==> src/rtl/afc_pkg.sv <==
// Shared types and constants for the box-versus-frustum culling unit.
package afc_pkg;

  // Field widths
  localparam int COORD_W        = 16;
  localparam int PLANE_W        = 64;
  localparam int PROD_W         = 2 * COORD_W;
  // Three products of at most 2^30 plus the shifted offset stay below 2^32.
  localparam int DIST_W         = PROD_W + 2;
  localparam int OFF_SHIFT      = 14;
  localparam int NUM_AXES       = 3;
  localparam int NUM_PLANE_REGS = 6;
  localparam int CFG_IDX_W      = 3;
  localparam int IN_TDATA_W     = 6 * COORD_W;
  localparam int RES_W          = 2;
  localparam int OUT_TDATA_W    = 8;

  // Result codes
  typedef enum logic [RES_W-1:0] {
    CONT_DISJOINT   = 2'd0,
    CONT_INTERSECTS = 2'd1,
    CONT_CONTAINED  = 2'd2
  } containment_e;

  // One box, min_x in the lowest bits
  typedef struct packed {
    logic signed [COORD_W-1:0] max_z;
    logic signed [COORD_W-1:0] max_y;
    logic signed [COORD_W-1:0] max_x;
    logic signed [COORD_W-1:0] min_z;
    logic signed [COORD_W-1:0] min_y;
    logic signed [COORD_W-1:0] min_x;
  } box_t;

  // One plane register, nx in the lowest bits
  typedef struct packed {
    logic signed [COORD_W-1:0] offset;
    logic signed [COORD_W-1:0] nz;
    logic signed [COORD_W-1:0] ny;
    logic signed [COORD_W-1:0] nx;
  } plane_t;

  // Per-plane verdict
  typedef struct packed {
    logic outside;
    logic straddle;
  } flags_t;

  // Load enables for the lane stages
  typedef struct packed {
    logic s1;
    logic s2;
  } stage_en_t;

endpackage

==> src/rtl/afc_plane_regs.sv <==
// Plane register file written through the configuration channel.
module afc_plane_regs (
  input  logic                              clk_i,
  input  logic                              rst_ni,
  input  logic                              cfg_valid_i,
  input  logic [afc_pkg::CFG_IDX_W-1:0]     cfg_index_i,
  input  logic [afc_pkg::PLANE_W-1:0]       cfg_data_i,
  output afc_pkg::plane_t                   planes_o [afc_pkg::NUM_PLANE_REGS]
);
  import afc_pkg::*;

  plane_t planes_q [NUM_PLANE_REGS];

  // Store a write to a known index, drop anything beyond the list
  always_ff @(posedge clk_i or negedge rst_ni) begin
    if (!rst_ni) begin
      for (int i = 0; i < NUM_PLANE_REGS; i++) begin
        planes_q[i] <= '0;
      end
    end else if (cfg_valid_i) begin
      for (int i = 0; i < NUM_PLANE_REGS; i++) begin
        if (cfg_index_i == CFG_IDX_W'(i)) begin
          planes_q[i] <= plane_t'(cfg_data_i);
        end
      end
    end
  end

  assign planes_o = planes_q;

endmodule

==> config.mk <==
export PLATFORM = sky130hd
export DESIGN_NAME = afc_plane_regs
export DESIGN_NICKNAME = d
export VERILOG_FILES = /design/src/rtl/afc_pkg.sv /design/src/rtl/afc_plane_regs.sv
export SDC_FILE = /design/constraint.sdc
export NUM_CORES = 1
export LEC_CHECK = 0
export BUFFER_PORTS_ARGS = -buffer_cell sky130_fd_sc_hd__buf_2
export CAP_MARGIN = 20
export CORE_MARGIN = 2
export CORE_UTILIZATION = 52
export DETAILED_ROUTE_END_ITERATION = 8
export GPL_ROUTABILITY_DRIVEN = 0
export PLACE_DENSITY = 0.88
export SETUP_SLACK_MARGIN = 0.5
export SLEW_MARGIN = 15
export SYNTH_ARGS = -nofsm -noshare
export SYNTH_HDL_FRONTEND = slang
export SYNTH_SLANG_ARGS = --single-unit
==> constraint.sdc <==
create_clock -name clk_i -period 1.25 [get_ports clk_i]
set_clock_uncertainty 0.2 [all_clocks]
set_input_delay 0.125 -clock clk_i [delete_from_list [all_inputs] [get_ports clk_i]]
set_output_delay 0.125 -clock clk_i [all_outputs]
set_load 0.05 [all_outputs]
==> flow_summary_export.csv <==
group,metric,value,unit
cts,clk_path_buf_depth,3,
job,cap_violations,0,
yosys,synthCells,816,
finish,fillers,839,
finish,final_cell_count_no_fill,2029,
power,power_leakage,12.1,nW
cts,clock_latency,510,ps
cts,clock_sinks,384,
cts,cts-root-buf,"clkbuf_16",
worst_setup_path,path_cells,"buf_6",
floorplanning,io_pins,454,
yosys,synth.yosys.warnings,0,
cts,numCtsBuffers,40,
worst_setup_path,rr_startpoint,"planes_o[333]",
power,irDropWorstVdd,1.93,mV
cts,clkTransAtPathRegs,80,ps
yosys,syn_nets,886,
timing,rsz0062_at_grt,"true",
finish,area_growth,69.6,%
floorplanning,design.core.area,0.0289,mm2
place,dp.final_hpwl,27.8,mm
timing,setup_violations,419,
floorplanning,die-area,0.0309,mm2
routing,ant_nets,0,
yosys,ys_types,10,
worst_setup_path,crit_family,"flip-flops",
global_routing,grt_pass1_vias,12100,
cts,cts_tree,"done",
routing,vias,11900,
finish,multi_input_area,0.00541,mm2
status,violations,"negative hold slack, negative setup slack",
global_routing,grt_max_degree,48,
global_routing,grt_usage,36.4,%
timing,timing.final.ws_setup,-246,ps
worst_setup_path,r2r-end,"planes_o[333]",
routing,wl,68.0,mm
finish,fin_nets,1684,
timing,fin_tns_setup,-67780,ps
cts,htreeDepth,2,
place,dp_slack,-435,ps
worst_setup_path,critPathLaunchType,"flop",
finish,drive_above_1_share,94.9,%
yosys,yosys.area_share.simple,0.457,%
global_routing,grt_overflow,0,
floorplanning,die_h,176,um
worst_setup_path,critPathBufInv,1,
timing,final_max_slew_viol_count,0,
worst_setup_path,critPathCaptureType,"output port",
worst_setup_path,critical_path.slowest_cell,"dfrtp_2",
yosys,ys_seq_elements,384,
yosys,syn-cell-area,0.0153,mm2
worst_setup_path,arrival,1170,ps
worst_setup_path,regToRegSetupSlack,-50,ps
cts,ctsHoldBuffers,1,
worst_hold_path,holdCritPathClass,"primary input to asynchronous set/reset pin",
place,dp_cells,1662,
worst_setup_path,rr_worst_depth,3,
routing,viasPerCell,5.85,
floorplanning,row_count,62,
routing,drtPass1Iterations,5,
worst_setup_path,cp_max_fo,2,
timing,fmax,668,MHz
timing,maxSlewHeadroom,71.3,%
worst_setup_path,cpPeakStageDelay,470,ps
timing,worstMarginPinSlew,430,ps
finish,largest_reg_flops,384,
yosys,muxShareOfSynthArea,32.8,%
timing,hold_slack,-738,ps
yosys,synth_top_family_by_area,"multiplexers",
yosys,synth_compound_area_share,0,%
global_routing,grt_pass1_wl,82.8,mm
place,port_buffers,453,
routing,routedWlPerCell,33.5,um
power,power_density,2210,mW/mm2
timing,fin_crit_sh,120,%
floorplanning,die_w,176,um
worst_setup_path,worstSetupPathType,"flop to output port",
timing,fin_crit,1500,ps
routing,drtIter0Drc,828,
global_routing,antenna_found_initial,3,
yosys,avgSynthCellArea,18.8,um2
status,status,"finished with violations",
timing,hold_viol,759,
worst_setup_path,worstPathRequired,930,ps
routing,route.detailed.drc,0,
floorplanning,start_util,53.2,%
finish,seq_area,0.0100,mm2
power,power,57.5,mW
yosys,ys_seq_area_share,62.6,%
yosys,synth_fa_ha_area_share,0,%
yosys,synth_xor_area_share,0,%
[repair_timing]
| item | in CTS | in global routing |
|---|---|---|
| endpoints found under the hold margin | 768 | 761 |
| gates resized for setup | 887 | 139 |
| cloned | 10 | 8 |
| setup buffers | 134 | 141 |
| pin swaps | 2 | 1 |
| endpoints found under the setup margin | 768 | 775 |
[cell type report]
class                      count  share of cell area (%)
clock buffer                  56                    4.24
tap                          384                    1.85
antenna                        2                  0.0192
sequential                   384                    38.5
clock inverter                15                   0.529
timing repair buffer         798                    34.1
multi-input combinational    390                    20.8
[per-layer routing]
metal	up-vias	share of wire (%)	GRT usage (%)
li1	4489	-	-
met1	6136	33	39.6
met2	887	51	65.6
met3	358	7.1	7.23
met4	2	9.1	21.9
met5	-	0.022	0
[cells in the final DEF, fill, tap and decap left out]
master         count
nand4b_1           2
clkbuf_8           2
clkbuf_1          13
dfrtp_2          317
and4bb_4           3
clkbuf_16         47
bufinv_16          2
inv_6              1
diode_2            2
buf_8             76
clkinvlp_4         1
dlygate4sd3_1      1
buf_16            13
nor4b_4            1
buf_12            32
buf_2             64
inv_8              1
buf_4            151
clkbuf_4           1
mux2_2           119
clkinv_2          10
dfrtp_1           67
buf_6            454
mux2_4           265
[cells by family after synthesis]
group,after synthesis
buffers and inverters,42
multiplexers,384
flip-flops,384
AND/OR/NAND/NOR,6
[worst max-delay path by stage]
stage	start	to	slack, ps	depth (start not counted)
final	planes_o[170]	planes_o[170]	-250	1
after global routing	planes_o[170]	planes_o[170]	-250	1
after CTS	planes_o[235]	planes_o[235]	-200	1
after detailed placement	cfg_index_i[1]	planes_o[326]	-440	5
after global placement	cfg_index_i[1]	planes_o[320]	-410	5
after floorplan	cfg_index_i[1]	planes_o[320]	-120	4
[stage by stage]
step | util [%] | cell area, um2
global route | 90.1 | 26000
global placement | 65.2 | 18800
floorplan | - | 16100
detailed placement | 65.2 | 18800
CTS | 84.1 | 24300
finish | 90.1 | 26000
[power breakdown]
part | total (mW) | internal, mW | switching [mW]
registers | 18.7 | 15.6 | 3.07
clock network | 12.1 | 6.62 | 5.43
logic | 26.8 | 11.8 | 15.0
[synth_stat cells (all sizes together)]
master,instances,area [um2]
buf,42,626
mux2,384,5040
nand4b,2,17.5
dfrtp,384,9610
nor4b,1,15.0
and4bb,3,37.5
Power figures use the tool's default switching activity.
