### src/rtl/afc_pkg.sv
// Shared types and constants for the box-versus-frustum culling unit.
package afc_pkg;

  // Field widths
  localparam int COORD_W        = 16;
  localparam int PLANE_W        = 64;
  localparam int PROD_W         = 2 * COORD_W;
  // Three products of at most 2^30 plus the shifted offset stay below 2^32.
  localparam int DIST_W         = PROD_W + 2;
  localparam int OFF_SHIFT      = 14;
  localparam int NUM_AXES       = 3;
  localparam int NUM_PLANE_REGS = 6;
  localparam int CFG_IDX_W      = 3;
  localparam int IN_TDATA_W     = 6 * COORD_W;
  localparam int RES_W          = 2;
  localparam int OUT_TDATA_W    = 8;

  // Result codes
  typedef enum logic [RES_W-1:0] {
    CONT_DISJOINT   = 2'd0,
    CONT_INTERSECTS = 2'd1,
    CONT_CONTAINED  = 2'd2
  } containment_e;

  // One box, min_x in the lowest bits
  typedef struct packed {
    logic signed [COORD_W-1:0] max_z;
    logic signed [COORD_W-1:0] max_y;
    logic signed [COORD_W-1:0] max_x;
    logic signed [COORD_W-1:0] min_z;
    logic signed [COORD_W-1:0] min_y;
    logic signed [COORD_W-1:0] min_x;
  } box_t;

  // One plane register, nx in the lowest bits
  typedef struct packed {
    logic signed [COORD_W-1:0] offset;
    logic signed [COORD_W-1:0] nz;
    logic signed [COORD_W-1:0] ny;
    logic signed [COORD_W-1:0] nx;
  } plane_t;

  // Per-plane verdict
  typedef struct packed {
    logic outside;
    logic straddle;
  } flags_t;

  // Load enables for the lane stages
  typedef struct packed {
    logic s1;
    logic s2;
  } stage_en_t;

endpackage

### src/rtl/afc_plane_lane.sv
// One plane lane: corner selection and products, then distance sums and compare.
module afc_plane_lane (
  input  logic                clk_i,
  input  afc_pkg::plane_t     plane_i,
  input  afc_pkg::box_t       box_i,
  input  afc_pkg::stage_en_t  en_i,
  output afc_pkg::flags_t     flags_o
);
  import afc_pkg::*;

  logic signed [COORD_W-1:0] nrm   [NUM_AXES];
  logic signed [COORD_W-1:0] lo    [NUM_AXES];
  logic signed [COORD_W-1:0] hi    [NUM_AXES];
  logic signed [PROD_W-1:0]  prod_n_d [NUM_AXES];
  logic signed [PROD_W-1:0]  prod_p_d [NUM_AXES];
  logic signed [PROD_W-1:0]  prod_n_q [NUM_AXES];
  logic signed [PROD_W-1:0]  prod_p_q [NUM_AXES];
  logic signed [DIST_W-1:0]  off;
  logic signed [DIST_W-1:0]  dist_n;
  logic signed [DIST_W-1:0]  dist_p;
  flags_t                    flags_d;
  flags_t                    flags_q;

  assign nrm[0] = plane_i.nx;
  assign nrm[1] = plane_i.ny;
  assign nrm[2] = plane_i.nz;
  assign lo[0]  = box_i.min_x;
  assign lo[1]  = box_i.min_y;
  assign lo[2]  = box_i.min_z;
  assign hi[0]  = box_i.max_x;
  assign hi[1]  = box_i.max_y;
  assign hi[2]  = box_i.max_z;

  // Pick the corners by normal sign (zero counts as non-negative) and multiply
  always_comb begin
    for (int a = 0; a < NUM_AXES; a++) begin
      if (nrm[a][COORD_W-1]) begin
        prod_p_d[a] = nrm[a] * lo[a];
        prod_n_d[a] = nrm[a] * hi[a];
      end else begin
        prod_p_d[a] = nrm[a] * hi[a];
        prod_n_d[a] = nrm[a] * lo[a];
      end
    end
  end

  always_ff @(posedge clk_i) begin
    if (en_i.s1) begin
      prod_n_q <= prod_n_d;
      prod_p_q <= prod_p_d;
    end
  end

  // Sum the products with the offset scaled to the product's fraction
  always_comb begin
    off    = DIST_W'(plane_i.offset) <<< OFF_SHIFT;
    dist_n = DIST_W'(prod_n_q[0]) + DIST_W'(prod_n_q[1]) + DIST_W'(prod_n_q[2]) + off;
    dist_p = DIST_W'(prod_p_q[0]) + DIST_W'(prod_p_q[1]) + DIST_W'(prod_p_q[2]) + off;
    flags_d.outside  = (dist_n > 0);
    flags_d.straddle = !flags_d.outside && !dist_p[DIST_W-1];
  end

  always_ff @(posedge clk_i) begin
    if (en_i.s2) begin
      flags_q <= flags_d;
    end
  end

  assign flags_o = flags_q;

endmodule

### config.mk
export PLATFORM = sky130hd
export DESIGN_NAME = afc_plane_lane
export DESIGN_NICKNAME = d
export VERILOG_FILES = /design/src/rtl/afc_pkg.sv /design/src/rtl/afc_plane_lane.sv
export SDC_FILE = /design/constraint.sdc
export NUM_CORES = 2
export LEC_CHECK = 0
export BUFFER_PORTS_ARGS = -buffer_cell sky130_fd_sc_hd__buf_2
export CORE_UTILIZATION = 65
export CTS_CLUSTER_DIAMETER = 200
export CTS_CLUSTER_SIZE = 30
export DETAILED_ROUTE_END_ITERATION = 8
export GPL_ROUTABILITY_DRIVEN = 0
export HOLD_SLACK_MARGIN = 0.03
export PLACE_DENSITY_LB_ADDON = 0.12
export SETUP_SLACK_MARGIN = 0.05
export SYNTH_ARGS = -nofsm -noshare
export SYNTH_HDL_FRONTEND = slang
export SYNTH_SLANG_ARGS = --single-unit
### constraint.sdc
create_clock -name clk_i -period 25.3 [get_ports clk_i]
set_input_delay 6.325 -clock clk_i [delete_from_list [all_inputs] [get_ports clk_i]]
set_output_delay 6.325 -clock clk_i [all_outputs]
set_load 0.01 [all_outputs]
==> impl_results.md <==
- Starting density of the core: 0.656
- Setup repair after global routing missed its margin: no
- Area growth from synthesis to layout: 3.05%
- Depth of the worst register-to-register path: 14
- Run status: finished, final reports clean
- Htree depth: 4
- Number of standard-cell rows in the floorplan: 121
- Drt wl/cell: 19.6 um
- Core Box Area: 109,000 um^2
- Maximum buffer depth of the clock tree: 2
- CTS tree: yes
- Number of enable-type register cells in the synthesized netlist: 194
- Worst hold path endpoint: flags_o[0]$_DFFE_PP_
- Largest net degree at the start of global routing: 115
- Crit path cell chain: buf_4 > buf_4 > nand2_1 > inv_1 > fa_1 > fa_1 > fa_1 > fa_1 > fa_1 > inv_1 > fa_1 > inv_1 > ha_1 > and3_1 > nand2_1 > nor3_1 > o21ai_0 > o21ai_1 > o41a_1 > and3_1 > o21ai_1 > mux2_2 > a211o_1
- Number of hold-repair buffers added at the cts stage: 0
- Nets: 9,793
- Global-route wire length before repair: 285,000 um
- Total count of hold-check failures in the final report: 0
- Number of sinks on the clock net: 194
- Via count of the first global-routing pass: 54.0k
- M1 WL: 69,500 um
- CP required: 25.52 ns
- Combinational family with the most area after synthesis: adder cells
- Count of final setup violators: 0
- Post-synth ARST share: 0
- Mean instance size in the synthesized netlist: 9.56 um^2
- CP startpoint kind: primary input
- Worst min-delay path startpoint: prod_p_q[95]$_DFFE_PP_
- Crit-path leading delay family: adder cells
- Adder and majority gate portion of the synthesized area: 0.571
- Detailed-route vias per instance: 5.72
- Clock slew seen by the registers of the worst setup and hold paths: 0.08 ns
- Yosys synthesis warning count: 0
- Number of max-cap violations: 0
- XOR/XNOR share of the synthesized area: 0.0272
- Cells resized by post-CTS repair: 0
- Post-DP HPWL: 141,000 um
- Ys flop type: sky130_fd_sc_hd__edfxtp_1
- Synthesized netlist cell count: 7,469
- Final worst path period share: 0.529
- Die height: 333 um
- Number of clock buffers inserted by TritonCTS: 17
- GR Util All Layers: 0.327
- Share of synthesized area occupied by flip-flops and latches: 0.0816
- Fin crit period: 13.39 ns
- Worst path most repeated cell: sky130_fd_sc_hd__fa_1
- Share of post-route cells with drive strength above 1: 0.0438
- Post-synthesis share of cell area spent on and, or, nand and nor gates: 0.140
- Master cell of the clock root buffer: sky130_fd_sc_hd__clkbuf_16
- Slew Limit Fails: 0
- Routed WL: 172,000 um
- Top-level port count: 165
- Number of vias after detailed routing: 50.3k
- CP max FO: 58
- Count of distinct cell types in the synthesized netlist: 83
- Critical register-to-register path endpoint: flags_o[0]$_DFFE_PP_
- Final setup TNS: 0 ns
- DR WL met3: 15,000 um
- Synthesized-area fraction occupied by ao, oa, aoi and oai cells: 0.0574
- Crit. End Element: flop
- Summed instance area of the synthesized netlist: 71,400 um^2
- Reg2reg setup slack: 20.10 ns
- Post-CTS Setup Bufs: 0
- Data arrival time of the critical path: 13.60 ns
- Floorplan die width: 333 um
- Crit path largest cell delay: 0.92 ns
- Top metal layer carrying routed signals: met5
- Total congestion overflow: 0
- Critical-path top delay cell: sky130_fd_sc_hd__fa_1
- Final Skew: 0.00631 ns
- Antenna-violating nets left: 0
- Number of antenna violations at the first check in global routing: 11
- Hold path cells: 5
- 1st-iter DRT viols: 3,408
- WS Path Type: primary input to flop
- Top achievable clock speed: 74.7 MHz
- Area of the die: 111,000 um^2
- Mux contribution to synthesized area: 0.0169
- Launching point of the worst reg2reg path: prod_n_q[2]$_DFFE_PP_
- Min-Delay Path Class: flop to flop
- Seq cells post-synth: 194
- Syn Nets: 9,885
- Max-slew headroom: 0.204
- Number of detailed-routing iterations run before antenna repair: 6
- Number of buffer and inverter instances along the worst setup path: 5
- Port-buffer cells: 164
- Remaining design rule violation count: 0
- Least-Margin Pin Slew: 1.18 ns
- Filler Cells Inserted: 8,739
- Worst-skew pair later-pin latency: 0.46 ns
- Routed met2 length: 83,400 um
==> worst max path at each step <==
stage / start / to / slack (ns) / cells after the start
3_3_place_gp: plane_i[15] / prod_p_q[94]$_DFFE_PP_ / 11.61 / 23
2_1_floorplan: plane_i[15] / prod_n_q[93]$_DFFE_PP_ / 12.19 / 24
4_1_cts: plane_i[15] / prod_p_q[94]$_DFFE_PP_ / 11.95 / 23
6_report: plane_i[15] / prod_p_q[94]$_DFFE_PP_ / 11.91 / 23
3_5_place_dp: plane_i[15] / prod_p_q[94]$_DFFE_PP_ / 11.47 / 23
5_1_grt: plane_i[15] / prod_n_q[93]$_DFFE_PP_ / 11.53 / 23
==> tightest hold or removal path, cell delays in order (launching register included) <==
cell and delay [ns]:
sky130_fd_sc_hd__edfxtp_1 0.43, sky130_fd_sc_hd__inv_1 0.11, sky130_fd_sc_hd__fa_1 0.20, sky130_fd_sc_hd__xnor2_1 0.10
sky130_fd_sc_hd__nand2_1 0.08, sky130_fd_sc_hd__nor3b_2 0.15
==> kinds of logic after synthesis <==
group           count (synthesis)
compound gates                636
xor+xnor                      222
fa+ha+maj                    2253
buf+inv                      2020
flops                         194
mux                           109
simple gates                 2035
==> metrics by stage <==
stage | hold WS, ns | cells | utilization | setup WS (ns) | instance area, um^2
final | 1.21 | 8809 | 0.676 | 11.91 | 73600
after global routing | 1.29 | 8809 | 0.676 | 11.53 | 73600
after CTS | 1.20 | 8803 | 0.676 | 11.95 | 73600
after detailed placement | 1.16 | 8772 | 0.671 | 11.47 | 73000
after global placement | 1.14 | 8772 | 0.671 | 11.61 | 73000
after floorplan | 1.01 | 7469 | - | 12.19 | 71400
==> placed cells by master, fill, tap and decap left out, types with 6 or more instances in the layout <==
master and n:
sky130_fd_sc_hd__a2111oi_0 6, sky130_fd_sc_hd__a211o_1 7, sky130_fd_sc_hd__a211oi_1 25, sky130_fd_sc_hd__a21boi_0 15
sky130_fd_sc_hd__a21o_1 79, sky130_fd_sc_hd__a21oi_1 184, sky130_fd_sc_hd__a31o_2 6, sky130_fd_sc_hd__a31oi_1 23
sky130_fd_sc_hd__and2_1 749, sky130_fd_sc_hd__and3_1 20, sky130_fd_sc_hd__buf_2 162, sky130_fd_sc_hd__buf_4 13
sky130_fd_sc_hd__clkbuf_16 17, sky130_fd_sc_hd__diode_2 6, sky130_fd_sc_hd__edfxtp_1 194, sky130_fd_sc_hd__fa_1 1674
sky130_fd_sc_hd__ha_1 579, sky130_fd_sc_hd__inv_1 1733, sky130_fd_sc_hd__mux2_2 90, sky130_fd_sc_hd__mux2i_1 19
sky130_fd_sc_hd__nand2_1 885, sky130_fd_sc_hd__nand2b_1 48, sky130_fd_sc_hd__nand3_1 29, sky130_fd_sc_hd__nand4_1 19
sky130_fd_sc_hd__nor2_1 202, sky130_fd_sc_hd__nor2b_1 14, sky130_fd_sc_hd__nor3_1 25, sky130_fd_sc_hd__o211ai_1 13
sky130_fd_sc_hd__o21a_1 25, sky130_fd_sc_hd__o21ai_0 143, sky130_fd_sc_hd__o21ai_1 11, sky130_fd_sc_hd__o21bai_1 17
sky130_fd_sc_hd__o221ai_1 6, sky130_fd_sc_hd__o22ai_1 8, sky130_fd_sc_hd__o31a_1 7, sky130_fd_sc_hd__o31ai_1 7
sky130_fd_sc_hd__or2_2 6, sky130_fd_sc_hd__or3_1 14, sky130_fd_sc_hd__xnor2_1 164, sky130_fd_sc_hd__xor2_1 58
==> area by class of cell <==
class | count | area, um^2 | area share
well taps | 1414 | 1770 | 0.0240
inverters | 1733 | 6500 | 0.0884
clock buffers | 17 | 425 | 0.00578
flip-flops and latches | 194 | 5830 | 0.0792
repair buffers | 176 | 922 | 0.0125
multi-input cells | 5255 | 58000 | 0.788
diodes | 6 | 15.0 | 0.000204
clock inverters | 14 | 126 | 0.00172
==> cell usage after synthesis (all sizes together), types with 5 or more instances <==
cell     instances  share of area
or2              7        0.00061
o21bai          17         0.0018
inv           1733          0.091
or3             14         0.0012
a21oi          185          0.013
a21o            79         0.0083
o21ai          154          0.011
nand2b          48         0.0042
a21boi          15         0.0016
nor4             6        0.00070
ha             579           0.10
nand3           29         0.0020
o211ai          13         0.0014
o221ai           6        0.00074
a31oi           23         0.0020
a211oi          27         0.0030
a211o            7        0.00086
mux2i           19         0.0027
xnor2          164          0.020
o22ai            8        0.00070
nand2          885          0.047
o21a            26         0.0028
nand4           19         0.0017
a31o             6        0.00074
a2111oi          7         0.0011
nor2b           14         0.0012
o31ai            9         0.0012
o31a             7        0.00086
o41ai            5        0.00082
xor2            58         0.0071
a221oi           5        0.00095
and3            20         0.0018
nor3            25         0.0018
fa            1674           0.47
mux2            90          0.014
edfxtp         194          0.082
and2           749          0.066
clkbuf         283          0.015
nor2           202          0.011
==> per-layer routing <==
metal / track usage / vias to the layer above
li1: - / 22200
met4: 0.0811 / 2
met3: 0.0548 / 294
met2: 0.540 / 1922
met1: 0.453 / 25900
met5: 0 / -
==> sequential cells by signal (all words and copies together) (netlist names) <==
register,count
prod_n_q,96
prod_p_q,96
flags_o,2
Power is not shown: default switching activity piles up to over one toggle a cycle in this logic, so the estimate is an artifact.
